File: src/rtl/lsjc_pkg.sv
// Shared types, constants and ramp function for the log-scaled jet colormap.
package lsjc_pkg;

   localparam int SAMPLE_BITS  = 32;
   localparam int RATIO_BITS   = 16;
   localparam int CHANNEL_BITS = 8;

   // log2(1e5) in Q.16
   localparam int unsigned LOG2_1E5_Q16 = 1088529;

   typedef logic signed [19:0] lsjc_ramp_type;

   localparam lsjc_ramp_type ONE_Q16   = 20'sd65536;
   localparam lsjc_ramp_type RED_RISE  = 20'sd98304;
   localparam lsjc_ramp_type RED_FALL  = 20'sd294912;
   localparam lsjc_ramp_type GRN_RISE  = 20'sd32768;
   localparam lsjc_ramp_type GRN_FALL  = 20'sd229376;
   localparam lsjc_ramp_type BLU_RISE  = -20'sd32768;
   localparam lsjc_ramp_type BLU_FALL  = 20'sd163840;

   typedef struct packed {
      logic busy;
      logic done;
   } lsjc_status_type;

   function automatic logic [16:0] ramp(input lsjc_ramp_type rise, input lsjc_ramp_type fall);
      lsjc_ramp_type c;
      c = (rise < fall) ? rise : fall;
      if (c < 0) begin
         c = '0;
      end
      if (c > ONE_Q16) begin
         c = ONE_Q16;
      end
      return c[16:0];
   endfunction

endpackage

File: src/rtl/lsjc_log.sv
// Multi-cycle log2 unit: binary-search normalize, then one squaring per fraction bit.
module lsjc_log #(
   parameter int LOG_FRAC_BITS = 10
) (
   input  logic                                     clock,
   input  logic                                     reset,
   input  logic                                     start,
   input  logic [lsjc_pkg::SAMPLE_BITS-1:0]         value,
   output lsjc_pkg::lsjc_status_type                status,
   output logic signed [LOG_FRAC_BITS+7:0]          result
);
   import lsjc_pkg::*;

   localparam int NORM_STEPS = 5;
   localparam int NSTEPS     = NORM_STEPS + LOG_FRAC_BITS;
   localparam int STEP_W     = $clog2(NSTEPS);

   logic                     busy_ff, busy_in;
   logic                     done_ff, done_in;
   logic [STEP_W-1:0]        cnt_ff, cnt_in;
   logic [31:0]              m_ff, m_in;
   logic [4:0]               lead_ff, lead_in;
   logic [LOG_FRAC_BITS-1:0] frac_ff, frac_in;

   logic [4:0]  shift_amt;
   logic [31:0] norm_mask;
   logic [63:0] square;
   logic [32:0] sq;
   logic [5:0]  int_part;

   always_comb begin
      shift_amt = 5'(5'd16 >> cnt_ff);
      norm_mask = ~(32'hFFFF_FFFF >> shift_amt);
      square    = 64'(m_ff) * 64'(m_ff);
      sq        = square[63:31];

      busy_in = busy_ff;
      done_in = 1'b0;
      cnt_in  = cnt_ff;
      m_in    = m_ff;
      lead_in = lead_ff;
      frac_in = frac_ff;
      if (start && !busy_ff) begin
         busy_in = 1'b1;
         cnt_in  = '0;
         m_in    = value;
         lead_in = 5'd31;
         frac_in = '0;
      end else if (busy_ff) begin
         if (cnt_ff < STEP_W'(NORM_STEPS)) begin
            if ((m_ff & norm_mask) == 32'd0) begin
               m_in    = m_ff << shift_amt;
               lead_in = lead_ff - shift_amt;
            end
         end else begin
            frac_in = {frac_ff[LOG_FRAC_BITS-2:0], sq[32]};
            m_in    = sq[32] ? sq[32:1] : sq[31:0];
         end
         cnt_in = cnt_ff + 1'b1;
         if (cnt_ff == STEP_W'(NSTEPS - 1)) begin
            busy_in = 1'b0;
            done_in = 1'b1;
         end
      end
   end

   always_ff @(posedge clock) begin
      if (reset) begin
         busy_ff <= 1'b0;
         done_ff <= 1'b0;
         cnt_ff  <= '0;
      end else begin
         busy_ff <= busy_in;
         done_ff <= done_in;
         cnt_ff  <= cnt_in;
      end
   end

   always_ff @(posedge clock) begin
      m_ff    <= m_in;
      lead_ff <= lead_in;
      frac_ff <= frac_in;
   end

   assign int_part    = 6'({1'b0, lead_ff}) - 6'd16;
   assign result      = {{2{int_part[5]}}, int_part, frac_ff};
   assign status.busy = busy_ff;
   assign status.done = done_ff;

endmodule

File: src/rtl/lsjc_div.sv
// Radix-2 restoring divider giving a Q0.16 ratio of a smaller numerator to a denominator.
module lsjc_div #(
   parameter int WIDTH = 18
) (
   input  logic                                clock,
   input  logic                                reset,
   input  logic                                start,
   input  logic [WIDTH-1:0]                    numer,
   input  logic [WIDTH-1:0]                    denom,
   output lsjc_pkg::lsjc_status_type           status,
   output logic [lsjc_pkg::RATIO_BITS-1:0]     quotient
);
   import lsjc_pkg::*;

   localparam int CNT_W = $clog2(RATIO_BITS);

   logic                  busy_ff, busy_in;
   logic                  done_ff, done_in;
   logic [CNT_W-1:0]      cnt_ff, cnt_in;
   logic [WIDTH-1:0]      rem_ff, rem_in;
   logic [WIDTH-1:0]      den_ff, den_in;
   logic [RATIO_BITS-1:0] q_ff, q_in;
   logic [WIDTH-1:0]      rem_dbl;

   always_comb begin
      rem_dbl = {rem_ff[WIDTH-2:0], 1'b0};
      busy_in = busy_ff;
      done_in = 1'b0;
      cnt_in  = cnt_ff;
      rem_in  = rem_ff;
      den_in  = den_ff;
      q_in    = q_ff;
      if (start && !busy_ff) begin
         busy_in = 1'b1;
         cnt_in  = '0;
         rem_in  = numer;
         den_in  = denom;
         q_in    = '0;
      end else if (busy_ff) begin
         if (rem_dbl >= den_ff) begin
            rem_in = rem_dbl - den_ff;
            q_in   = {q_ff[RATIO_BITS-2:0], 1'b1};
         end else begin
            rem_in = rem_dbl;
            q_in   = {q_ff[RATIO_BITS-2:0], 1'b0};
         end
         cnt_in = cnt_ff + 1'b1;
         if (cnt_ff == CNT_W'(RATIO_BITS - 1)) begin
            busy_in = 1'b0;
            done_in = 1'b1;
         end
      end
   end

   always_ff @(posedge clock) begin
      if (reset) begin
         busy_ff <= 1'b0;
         done_ff <= 1'b0;
         cnt_ff  <= '0;
      end else begin
         busy_ff <= busy_in;
         done_ff <= done_in;
         cnt_ff  <= cnt_in;
      end
   end

   always_ff @(posedge clock) begin
      rem_ff <= rem_in;
      den_ff <= den_in;
      q_ff   <= q_in;
   end

   assign quotient    = q_ff;
   assign status.busy = busy_ff;
   assign status.done = done_ff;

endmodule

File: src/rtl/log_scaled_jet_colormap.sv
// Top level of the log-scaled jet colormap: scan statistics, log ratio and color ramps.
//
//   channel  direction  handshake            payload
//   req      in         req_tvalid/tready    tuser {restart, operation}, tdata sample
//   rsp      out        rsp_tvalid/tready    tdata {blue, green, red}
//
// Scan item: updates the largest and smallest samples, no result.
// Color item: passes the log unit (LOG_FRAC_BITS + 5 steps) and, unless the ratio saturates,
// the 16-step divider; a zero sample or empty frame skips both and gives black.
// The first color item after scan items that is not black also logs the largest and smallest.
// Reset clears the statistics; no item is taken while a color item is at work, and a
// finished result waits in the output register while req_tready returns high.
module log_scaled_jet_colormap #(
   parameter int LOG_FRAC_BITS = 10,
   parameter int COLOR_BITS    = 8
) (
   input  logic        clock,
   input  logic        reset,
   input  logic        req_tvalid,
   output logic        req_tready,
   input  logic [1:0]  req_tuser,   // operation, restart
   input  logic [31:0] req_tdata,   // sample
   output logic        rsp_tvalid,
   input  logic        rsp_tready,
   output logic [23:0] rsp_tdata    // red, green, blue
);
   import lsjc_pkg::*;

   localparam int LW = LOG_FRAC_BITS + 8;
   localparam int unsigned L1E5_TWICE = (LOG2_1E5_Q16 * 2) >> (16 - LOG_FRAC_BITS);
   localparam int unsigned L1E5_LOG   = (L1E5_TWICE + 1) >> 1;
   localparam logic signed [LW-1:0] LOG_1E5 = LW'(L1E5_LOG);

   localparam logic [2:0] ST_IDLE  = 3'd0;
   localparam logic [2:0] ST_LMAX  = 3'd1;
   localparam logic [2:0] ST_LMIN  = 3'd2;
   localparam logic [2:0] ST_LSMP  = 3'd3;
   localparam logic [2:0] ST_DIV   = 3'd4;
   localparam logic [2:0] ST_COLOR = 3'd5;

   logic [2:0]              state_ff, state_in;
   logic                    stats_valid_ff, stats_valid_in;
   logic [SAMPLE_BITS-1:0]  largest_ff, largest_in;
   logic [SAMPLE_BITS-1:0]  smallest_ff, smallest_in;
   logic                    rsp_tvalid_ff, rsp_tvalid_in;
   logic [23:0]             rsp_data_ff, rsp_data_in;
   logic [SAMPLE_BITS-1:0]  sample_ff, sample_in;
   logic                    black_ff, black_in;
   logic signed [LW-1:0]    lmax_ff, lmax_in;
   logic signed [LW-1:0]    lmin_ff, lmin_in;
   logic [RATIO_BITS-1:0]   ratio_ff, ratio_in;

   logic                    req_accept;
   logic [SAMPLE_BITS-1:0]  req_sample;
   logic                    log_start;
   logic [SAMPLE_BITS-1:0]  log_value;
   lsjc_status_type         log_status;
   logic signed [LW-1:0]    log_result;
   logic                    div_start;
   lsjc_status_type         div_status;
   logic [RATIO_BITS-1:0]   div_quotient;
   logic signed [LW-1:0]    num;
   logic signed [LW-1:0]    den;
   lsjc_ramp_type           t;
   logic [7:0]              red, green, blue;

   function automatic logic [7:0] to_color(input logic [16:0] c);
      logic [33:0] scaled;
      scaled = (34'(c) << COLOR_BITS) - 34'(c) + 34'd32768;
      return scaled[23:16];
   endfunction

   lsjc_log #(
      .LOG_FRAC_BITS(LOG_FRAC_BITS)
   ) u_log (
      .clock (clock),
      .reset (reset),
      .start (log_start),
      .value (log_value),
      .status(log_status),
      .result(log_result)
   );

   lsjc_div #(
      .WIDTH(LW)
   ) u_div (
      .clock   (clock),
      .reset   (reset),
      .start   (div_start),
      .numer   ($unsigned(num)),
      .denom   ($unsigned(den)),
      .status  (div_status),
      .quotient(div_quotient)
   );

   assign req_tready = (state_ff == ST_IDLE);
   assign req_accept = req_tvalid && req_tready;
   assign req_sample = req_tdata;
   assign num        = log_result - lmin_ff;
   assign den        = lmax_ff - lmin_ff;
   assign t          = {2'b00, ratio_ff, 2'b00};
   assign red        = to_color(ramp(t - RED_RISE, RED_FALL - t));
   assign green      = to_color(ramp(t - GRN_RISE, GRN_FALL - t));
   assign blue       = to_color(ramp(t - BLU_RISE, BLU_FALL - t));

   always_comb begin
      state_in       = state_ff;
      stats_valid_in = stats_valid_ff;
      largest_in     = largest_ff;
      smallest_in    = smallest_ff;
      rsp_tvalid_in  = rsp_tvalid_ff && !rsp_tready;
      rsp_data_in    = rsp_data_ff;
      sample_in      = sample_ff;
      black_in       = black_ff;
      lmax_in        = lmax_ff;
      lmin_in        = lmin_ff;
      ratio_in       = ratio_ff;
      log_start      = 1'b0;
      log_value      = sample_ff;
      div_start      = 1'b0;
      case (state_ff)
         ST_IDLE: begin
            if (req_accept) begin
               if (!req_tuser[0]) begin
                  stats_valid_in = 1'b0;
                  if (req_tuser[1]) begin
                     largest_in  = req_sample;
                     smallest_in = (req_sample != '0) ? req_sample : '1;
                  end else begin
                     if (req_sample > largest_ff) begin
                        largest_in = req_sample;
                     end
                     if (req_sample != '0 && req_sample < smallest_ff) begin
                        smallest_in = req_sample;
                     end
                  end
               end else begin
                  sample_in = req_sample;
                  if (req_sample == '0 || largest_ff == '0) begin
                     black_in = 1'b1;
                     state_in = ST_COLOR;
                  end else begin
                     black_in  = 1'b0;
                     log_start = 1'b1;
                     if (stats_valid_ff) begin
                        log_value = req_sample;
                        state_in  = ST_LSMP;
                     end else begin
                        log_value = largest_ff;
                        state_in  = ST_LMAX;
                     end
                  end
               end
            end
         end
         ST_LMAX: begin
            if (log_status.done) begin
               lmax_in   = log_result;
               log_start = 1'b1;
               log_value = smallest_ff;
               state_in  = ST_LMIN;
            end
         end
         ST_LMIN: begin
            if (log_status.done) begin
               lmin_in        = (log_result >= lmax_ff) ? lmax_ff - LOG_1E5 : log_result;
               stats_valid_in = 1'b1;
               log_start      = 1'b1;
               log_value      = sample_ff;
               state_in       = ST_LSMP;
            end
         end
         ST_LSMP: begin
            if (log_status.done) begin
               if (num[LW-1] || num == '0) begin
                  ratio_in = '0;
                  state_in = ST_COLOR;
               end else if (num >= den) begin
                  ratio_in = '1;
                  state_in = ST_COLOR;
               end else begin
                  div_start = 1'b1;
                  state_in  = ST_DIV;
               end
            end
         end
         ST_DIV: begin
            if (div_status.done) begin
               ratio_in = div_quotient;
               state_in = ST_COLOR;
            end
         end
         ST_COLOR: begin
            if (!rsp_tvalid_ff || rsp_tready) begin
               rsp_tvalid_in = 1'b1;
               rsp_data_in   = black_ff ? '0 : {blue, green, red};
               state_in      = ST_IDLE;
            end
         end
         default: begin
            state_in = ST_IDLE;
         end
      endcase
   end

   always_ff @(posedge clock) begin
      if (reset) begin
         state_ff       <= ST_IDLE;
         stats_valid_ff <= 1'b0;
         largest_ff     <= '0;
         smallest_ff    <= '1;
         rsp_tvalid_ff  <= 1'b0;
      end else begin
         state_ff       <= state_in;
         stats_valid_ff <= stats_valid_in;
         largest_ff     <= largest_in;
         smallest_ff    <= smallest_in;
         rsp_tvalid_ff  <= rsp_tvalid_in;
      end
   end

   always_ff @(posedge clock) begin
      rsp_data_ff <= rsp_data_in;
      sample_ff   <= sample_in;
      black_ff    <= black_in;
      lmax_ff     <= lmax_in;
      lmin_ff     <= lmin_in;
      ratio_ff    <= ratio_in;
   end

   assign rsp_tvalid = rsp_tvalid_ff;
   assign rsp_tdata  = rsp_data_ff;

endmodule

File: config.mk
export PLATFORM = sky130hd
export DESIGN_NAME = log_scaled_jet_colormap
export DESIGN_NICKNAME = d
export VERILOG_FILES = /design/src/rtl/lsjc_pkg.sv /design/src/rtl/lsjc_log.sv /design/src/rtl/lsjc_div.sv /design/src/rtl/log_scaled_jet_colormap.sv
export SDC_FILE = /design/constraint.sdc
export NUM_CORES = 2
export LEC_CHECK = 0
export ABC_AREA = 1
export BUFFER_PORTS_ARGS = -buffer_cell sky130_fd_sc_hd__buf_2
export CORE_MARGIN = 2
export CORE_UTILIZATION = 61
export DETAILED_ROUTE_END_ITERATION = 8
export PLACE_DENSITY_LB_ADDON = 0.25
export SETUP_SLACK_MARGIN = 0.05
export SLEW_MARGIN = 20
export SYNTH_ARGS = -nofsm -noshare
export SYNTH_HDL_FRONTEND = slang
export SYNTH_SLANG_ARGS = --single-unit
File: constraint.sdc
create_clock -name clock -period 10 [get_ports clock]
set_input_delay 0.5 -clock clock [delete_from_list [all_inputs] [get_ports clock]]
set_output_delay 0.5 -clock clock [all_outputs]
set_load 0.02 [all_outputs]
==> results_dict.tcl <==
set metrics [dict create \
    status "complete, no violations" \
    postSynthAreaPerCell_um2 7.89 \
    cts.reportedPaths.clkPinSlew_ns 0.07 \
    max_stage_delay_ns 1.16 \
    start_kind "flip-flop" \
    cts_buffers 30 \
    die_h_um 299 \
    globalplace.congestion 1.02 \
    grt_pass1_wl_mm 234 \
    synth_cell_types 76 \
    timing.hold.ws_ns 0.154 \
    crit_top_cell "inv_1" \
    dr.pass1.iters 8 \
    synth-seq-area-share_pct 14.0 \
    maxSlewHeadroom_pct 18.9 \
    yosys.area.top_type "fa_1" \
    worstSkewPairLatency_ns 0.64 \
    skew_ns 0.0697 \
    cp_max_fo 17 \
    synth_cells 6719 \
    grt_usage_pct 32.9 \
    syn_nets 8091 \
    ant_nets 0 \
    final_common_cell "inv_1" \
    fillCellCount 7572 \
    rrSetupSlack_ns 0.91 \
    initial_utilization_pct 61.3 \
    grt_pass1_vias 44500 \
    r2r_cells 31 \
    place_inst 7791 \
    hold_viol 0 \
    netlist.area_leader.share_pct 30.0 \
    stdcell_count 7849 \
    grt_overflow 0 \
    grt_max_degree 47 \
    drt-total-wl_mm 144 \
    core-area_um2 86500 \
    vias 43900 \
    setup-tns-final_ns 0 \
    cts_setup_buffers 0 \
    tightestPinTransition_ns 1.22 \
    drc 0 \
    cp_top_family "adder cells" \
    cts.path.max_buffers 3 \
    hpwlAfterDp_mm 117 \
    hold_depth 1 \
    ctsHoldBuffers 0 \
    setup_viol 0 \
    final_cell_mix "1711 x inv_1, 1297 x nand2_1, 795 x fa_1, 539 x ha_1, 455 x a21oi_1" \
    die_w_um 299 \
    slowest_stage "edfxtp_1" \
    io_pins 64 \
    postPlaceCellArea_um2 54600 \
    netlist_area_um2 53000 \
    reg2reg_from "u_log.m_ff[13]" \
    drtIter0Drc 3899 \
    rsz0062_at_grt "no" \
    min-delay-start "req_tdata[10]" \
    yosysWarnings 0 \
    synth_seq_cells 284 \
    ys_async_sr_fraction_pct 0 \
    cts_tree "built" \
    row_count 108 \
    cts-resized-gates 0 \
    crit_type "reg -> reg" \
    ys.flop_type "edfxtp_1" \
    layout_min_cycle_time_ns 9.09 \
    critPathCaptureType "flip-flop" \
    min_to "sample_ff[10]" \
    max_freq_mhz 110 \
    avgViaCountPerCell 5.59 \
    finalCritPeriodShare_pct 90.9 \
    synthTopCellsByArea "fa_1 30%, ha_1 13%, inv_1 12%" \
    cp_data_required_time_ns 10.51 \
    final_cell_area_um2 55600 \
    min_path_type "in -> reg" \
    maxCapViolations 0 \
    syn2layout_area_growth_pct 4.82 \
    numPortBuffers 63 \
    rr_endpoint "u_log.m_ff[19]" \
    layout.nets 8041 \
    synth_edf_count 172 \
    clockRootBuffer "clkbuf_16" \
    slew_viol_final 0 \
    dieArea_um2 89300 \
    worstPathArrival_ns 9.60 \
    cts.sinks 284 \
    grt_antenna_before_repair 0 \
    drive_gt1_share_pct 4.39 \
    post_drt_wl_per_cell_um 18.3 \
    htree_levels 1 \
    cp_num_buf_inv 11 \
]
==> worst reg2reg max path, delay by kind of cell, from the launching register on <==
family	cells	cell delay [ns]
adder cells (fa/ha/maj)	9	4.30
buffers and inverters	11	1.37
AO/OA/AOI/OAI	6	1.25
flip-flops	1	1.16
AND/OR/NAND/NOR	5	0.89
==> cells by family after synthesis <==
| family | share of synthesized area (%) |
|---|---|
| buffers and inverters | 14.0 |
| AND/OR/NAND/NOR | 15.3 |
| adder cells (fa/ha/maj) | 42.7 |
| AO/OA/AOI/OAI | 11.0 |
| flip-flops | 14.0 |
| XOR/XNOR | 2.34 |
| multiplexers | 0.646 |
==> cell type report <==
type / instances / area, um^2 / share of cell area [%]
inverters: 1731 / 6510 / 11.7
clock inverters: 16 / 149 / 0.268
repair buffers: 148 / 1040 / 1.87
diodes: 1 / 2.50 / 0.00450
well taps: 1155 / 1450 / 2.60
flip-flops and latches: 284 / 7410 / 13.3
clock buffers: 40 / 808 / 1.45
multi-input cells: 4474 / 38200 / 68.8
==> worst max path at each step <==
stage	startpoint	to	slack [ns]	cells after the start
finish	u_log.m_ff[13]	u_log.m_ff[19]	0.91	31
detailed placement	u_log.m_ff[18]	u_log.m_ff[16]	1.13	29
floorplan	u_log.m_ff[5]	u_log.m_ff[31]	2.05	33
global placement	u_log.m_ff[13]	u_log.m_ff[5]	1.26	31
global route	u_log.m_ff[13]	u_log.m_ff[19]	0.58	31
CTS	u_log.m_ff[18]	u_log.m_ff[19]	1.09	29
==> synthesized netlist by cell type, types with 16 or more instances <==
cell type / n
a211oi_1: 16
a21o_1: 20
a21oi_1: 456
a31oi_1: 34
buf_1: 18
buf_2: 16
clkbuf_1: 193
dfxtp_1: 112
edfxtp_1: 172
fa_1: 795
ha_1: 539
inv_1: 1712
mux2i_1: 32
nand2_1: 1297
nand3_1: 142
nand4_1: 44
nor2_1: 315
nor3_1: 42
nor4_1: 26
o21a_1: 21
o21ai_0: 287
o21ai_1: 26
o21bai_1: 22
o221ai_1: 36
o22ai_1: 25
xnor2_1: 41
xor2_1: 97
==> sequential cells by signal, indices dropped and copies added, names as in the netlist <==
name and count:
rsp_tdata 24, u_log.m_ff 32, u_div.done_ff 1, lmin_ff 17
u_log.done_ff 1, lmax_ff 15, stats_valid_ff 1, largest_ff 32
u_log.busy_ff 1, u_div.rem_ff 17, ratio_ff 16, smallest_ff 32
u_log.frac_ff 10, sample_ff 32, u_div.cnt_ff 4, u_log.lead_ff 5
state_ff 3, u_log.cnt_ff 4, black_ff 1, rsp_tvalid 1
u_div.quotient 16, u_div.den_ff 18, u_div.busy_ff 1
==> metrics by stage <==
stage                     setup slack, ns  util, %
after floorplan                      2.05        -
after global placement               1.26     63.1
after detailed placement             1.13     63.1
after CTS                            1.09     64.2
after global routing                0.584     64.3
final                               0.908     64.3
==> routing by layer <==
layer,vias up,part of all wire (%),routed length [um],track usage (%)
li1,20600,-,-,-
met1,21100,41,59700,45.1
met2,1816,46,66300,53.8
met3,342,8.8,12600,5.12
met4,0,3.7,5320,10.6
met5,-,0,0,0
Power is left out: the tool's default activity adds up to more than one toggle a clock period on the data nets, which glitch-free logic cannot reach.
